<file path="config.mk">
export PLATFORM = sky130hd
export DESIGN_NAME = hns_ctrl
export DESIGN_NICKNAME = d
export VERILOG_FILES = /design/src/sv/hns_pkg.sv /design/src/sv/hns_ctrl.sv
export SDC_FILE = /design/constraint.sdc
export NUM_CORES = 1
export LEC_CHECK = 0
export ABC_AREA = 1
export BUFFER_PORTS_ARGS = -buffer_cell sky130_fd_sc_hd__buf_2
export CAP_MARGIN = 20
export CORE_AREA = 2 2 39 41
export CTS_CLUSTER_SIZE = 14
export DETAILED_ROUTE_END_ITERATION = 16
export DIE_AREA = 0 0 41 43
export HOLD_SLACK_MARGIN = 0.08
export PLACE_DENSITY = 0.75
export SYNTH_ARGS = -nofsm -noshare
export SYNTH_HDL_FRONTEND = slang
export SYNTH_SLANG_ARGS = --single-unit
</file>
<file path="constraint.sdc">
create_clock -name clk -period 2.1 [get_ports clk]
set_clock_uncertainty 0.2 [all_clocks]
set_input_delay 0.21 -clock clk [delete_from_list [all_inputs] [get_ports clk]]
set_output_delay 0.21 -clock clk [all_outputs]
set_load 0.01 [all_outputs]
</file>
<file path="src/sv/hns_pkg.sv">
// Shared types, constants and command structs of the heightmap normal stream.
package hns_pkg;

  localparam int MaxWidth = 1024;
  localparam int MaxRows  = 4096;
  localparam int XW       = $clog2(MaxWidth);   // column index bits
  localparam int YW       = $clog2(MaxRows) + 1; // row counter bits, holds MaxRows
  localparam int WCFG     = 11;
  localparam int HCFG     = 13;
  localparam int SCFG     = 16;
  localparam int SUMW     = 10;                  // r+g+b
  localparam int MAGW     = 26;                  // scale * sum difference
  localparam int SQW      = 52;
  localparam int WIDE     = 88;                  // search accumulators
  localparam int QW       = 15;

  localparam logic [1:0] CFG_WIDTH  = 2'd0;
  localparam logic [1:0] CFG_HEIGHT = 2'd1;
  localparam logic [1:0] CFG_SCALE  = 2'd2;

  localparam logic [1:0] COMP_X = 2'd0;
  localparam logic [1:0] COMP_Y = 2'd1;
  localparam logic [1:0] COMP_Z = 2'd2;

  // Y component magnitude is 2 * 765 * 256, so its square is a constant.
  localparam logic [SQW-1:0] AY_SQ = 52'd153413222400;
  localparam logic [QW-1:0]  Q_MAX = 15'd16384;

  typedef struct packed {
    logic [7:0] red;
    logic [7:0] green;
    logic [7:0] blue;
  } in_t;

  typedef struct packed {
    logic signed [15:0] norm_x;
    logic [14:0]        norm_y;
    logic signed [15:0] norm_z;
    logic [9:0]         column;
    logic [11:0]        row;
    logic               end_of_image;
  } out_t;

  typedef struct packed {
    logic       accept;
    logic       commit;
    logic       square;
    logic       length;
    logic       init;
    logic       cand;
    logic       decide;
    logic       store;
    logic [1:0] comp;
    logic       load_out;
  } cmd_t;

  typedef struct packed {
    logic emit;
    logic out_free;
  } sts_t;

endpackage

</file>
<file path="src/sv/hns_ctrl.sv">
// Sequencer of the normal stream: steps the datapath through one item.
module hns_ctrl (
  input  logic          clk,
  input  logic          rst_n,
  input  logic          in_valid,
  output logic          in_stall,
  input  hns_pkg::sts_t sts,
  output hns_pkg::cmd_t cmd
);

  localparam logic [2:0] S_IDLE = 3'd0;
  localparam logic [2:0] S_MUL1 = 3'd1;
  localparam logic [2:0] S_MUL2 = 3'd2;
  localparam logic [2:0] S_LEN  = 3'd3;
  localparam logic [2:0] S_INIT = 3'd4;
  localparam logic [2:0] S_CAND = 3'd5;
  localparam logic [2:0] S_DEC  = 3'd6;
  localparam logic [2:0] S_OUT  = 3'd7;

  logic [2:0] state_r, state_nxt;
  logic [1:0] comp_r, comp_nxt;
  logic [3:0] step_r, step_nxt;

  assign in_stall = (state_r != S_IDLE);

  always_comb begin
    state_nxt = state_r;
    comp_nxt  = comp_r;
    step_nxt  = step_r;
    cmd       = '0;
    cmd.comp  = comp_r;
    unique case (state_r)
      S_IDLE: begin
        if (in_valid) begin
          cmd.accept = 1'b1;
          state_nxt  = S_MUL1;
        end
      end
      S_MUL1: begin
        cmd.commit = 1'b1;
        state_nxt  = sts.emit ? S_MUL2 : S_IDLE;
      end
      S_MUL2: begin
        cmd.square = 1'b1;
        state_nxt  = S_LEN;
      end
      S_LEN: begin
        cmd.length = 1'b1;
        comp_nxt   = hns_pkg::COMP_X;
        state_nxt  = S_INIT;
      end
      S_INIT: begin
        cmd.init  = 1'b1;
        step_nxt  = '0;
        state_nxt = S_CAND;
      end
      S_CAND: begin
        cmd.cand  = 1'b1;
        state_nxt = S_DEC;
      end
      S_DEC: begin
        cmd.decide = 1'b1;
        if (step_r == 4'(hns_pkg::QW - 1)) begin
          cmd.store = 1'b1;
          if (comp_r == hns_pkg::COMP_Z) begin
            state_nxt = S_OUT;
          end else begin
            comp_nxt  = comp_r + 2'd1;
            state_nxt = S_INIT;
          end
        end else begin
          step_nxt  = step_r + 4'd1;
          state_nxt = S_CAND;
        end
      end
      S_OUT: begin
        if (sts.out_free) begin
          cmd.load_out = 1'b1;
          state_nxt    = S_IDLE;
        end
      end
      default: state_nxt = S_IDLE;
    endcase
  end

  always_ff @(posedge clk) begin
    if (!rst_n) begin
      state_r <= S_IDLE;
      comp_r  <= '0;
      step_r  <= '0;
    end else begin
      state_r <= state_nxt;
      comp_r  <= comp_nxt;
      step_r  <= step_nxt;
    end
  end

endmodule

</file>
==> qor.yml <==
slew_viol_final: 0
synthCells: 89
synth_fp_nets: 97
synth-seq-cells: 9
portBuffers: 16
area_growth_pct: 25.55
die_h_um: 43
min_period_over_period_pct: 84.98
startpoint_type: "flip-flop"
vias: 583
syn_area_um2: 573.1
wl_mm: 1.123
via_per_inst: 4.591
setup_tns_ns: 0
cts_htree_levels: 1
core.rowCount: 14
hp-class: "in2reg"
core_um2: 1384
cp.arrival_ns: 1.37
antenna_found_initial: 0
boundaryPins: 17
insertion_delay_ns: 0.26
rr_worst_depth: 8
worstSetupEndpointType: "primary output"
die_x_um: 41
clk_pin_slew_ns: 0.06
maxCapViolations: 0
num_antenna_cells: 0
dpl.hpwl_um: 926.1
required_ns: 1.69
placed_cell_area_um2: 673.1
grt-ovfl-total: 0
grt.total_usage_pct: 15.02
yosysUniqueCellTypes: 16
drt_iter0_markers: 3
yosysWarnings: 0
status: "complete, no violations"
ctsLongestPathBuffers: 2
hold_viol_final: 0
r2r-end: "step_r[0]"
root_buffer: "clkbuf_4"
grt_pass1_wl_mm: 1.787
hold_depth: 4
ant_nets: 0
tightest_slew_ns: 0.2967
drive_above_1_share_pct: 22.52
start_util_pct: 41.41
critPathKind: "reg2out"
worst_slew_margin_rel_pct: 80.19
grt_start_max_net_pins: 8
ir_drop_mv: 0.3132
dr.pass1.iters: 4
reg2reg_slack_ns: 0.62
avgRoutedWirePerCell_um: 8.843
fmax_ghz: 0.5603
fin_area_um2: 719.4
gp_congestion: 0.7320
setup_violations: 0
cts_tree: "built"
p_leak_nw: 0.4091
syn_avg_cell_area_um2: 6.439
min-delay-start: "sts[0]"
die_area_um2: 1763
finalWorstPathRequiredPeriod_ns: 1.785
nets: 120
grt_pass1_vias: 511
pwr_density_cell_nw_per_um2: 531.5
cts_made_buffers: 3
cts.sinks: 9
min_to: "state_r[0]"
drc: 0
rsz0062_at_grt: "false"
timing.rr.start: "step_r[0]"
synth_seq_area_share_pct: 31.44
crit_fanout: 7
## synth_stat cells, drive strengths merged
master | number | area [µm²]
dfxtp | 9 | 180.2
nand3b | 1 | 7.510
o21ai | 3 | 15.01
inv | 16 | 60.05
nand2 | 17 | 86.33
a211oi | 1 | 7.510
ha | 3 | 37.54
nor2 | 24 | 97.59
nor3 | 3 | 15.01
a31oi | 1 | 6.260
nand3 | 8 | 45.04
a21oi | 3 | 15.01
## kinds of logic (layout without fill, tap and decap cells)
family | count (synthesis) | count (layout) | share of synthesized area (%)
buf+inv | 16 | 38 | 10.48
simple gates | 53 | 53 | 43.88
fa+ha+maj | 3 | 3 | 6.551
compound gates | 8 | 8 | 7.642
flops | 9 | 9 | 31.44
## where the power goes
group | internal [mW] | leakage [nW] | switching, mW
Clock | 0.0730 | 0.0150 | 0.0575
Combinational | 0.0269 | 0.321 | 0.0373
Sequential | 0.177 | 0.0730 | 0.0102
Total | 0.277 | 0.409 | 0.105
## layer usage
metal  global-route usage (%)  routed length, µm  part of all wire (%)  up-vias
met1                    15.31                533                    47      249
met2                    25.31                528                    47       13
li1                         -                  -                     -      321
met4                    8.000                  0                     0        0
met3                    4.712                 61                   5.4        0
met5                        0                  0                     0        -
## stage by stage
stage / setup WS [ns] / util (%) / total power [mW] / hold WS (ns) / std cells
floorplan: 0.7274 / - / 0.2306 / 0.1076 / 89
global placement: 0.6079 / 48.64 / 0.2523 / 0.2904 / 121
detailed placement: 0.6080 / 48.64 / 0.2537 / 0.2896 / 121
CTS: 0.3290 / 51.99 / 0.3895 / 0.1274 / 127
global route: 0.2642 / 51.99 / 0.4084 / 0.1657 / 127
finish: 0.3154 / 51.99 / 0.3824 / 0.1219 / 127
## registers in the layout, summed over array words and instances (netlist names)
signal / flops
step_r: 4
state_r: 3
comp_r: 2
## critical path: stages, from the launching register on
cell and delay, ns:
dfxtp_1 0.48, inv_1 0.14, nor3_1 0.30, buf_2 0.19
## area by class of cell
type | count | area (µm²)
clock buffer | 4 | 26.28
fill | 155 | 664.4
inverter | 16 | 60.06
multi-input combinational | 64 | 332.8
sequential | 9 | 180.2
tap | 16 | 20.02
timing repair buffer | 18 | 100.1
## how the worst max path moves through the flow
stage / start / to / slack (ns) / depth (start not counted)
2_1_floorplan: step_r[0] / step_r[0] / 0.73 / 8
3_3_place_gp: state_r[0] / cmd[0] / 0.61 / 3
3_5_place_dp: state_r[0] / cmd[0] / 0.61 / 3
4_1_cts: state_r[0] / cmd[0] / 0.33 / 3
5_1_grt: state_r[2] / cmd[3] / 0.26 / 5
6_report: state_r[0] / cmd[0] / 0.32 / 3
## cells in the final DEF, fill, tap and decap left out
cell type / n
dlygate4sd3_1: 2
a211oi_1: 1
ha_1: 3
nor3_1: 3
inv_1: 15
nand3b_1: 1
a31oi_1: 1
nand3_1: 7
buf_2: 16
nand2_1: 14
clkbuf_4: 3
clkbuf_1: 1
nor2_1: 23
inv_2: 1
o21ai_0: 3
nand2_4: 3
nor2_4: 1
dfxtp_1: 9
nand3_2: 1
a21oi_1: 3
## repair_timing
item	4_1_cts	5_1_grt
buffers inserted	0	0
resized for setup	0	0
hold endpoints to repair	7	0
hold buffers	2	0
Power figures use the tool's default switching activity.
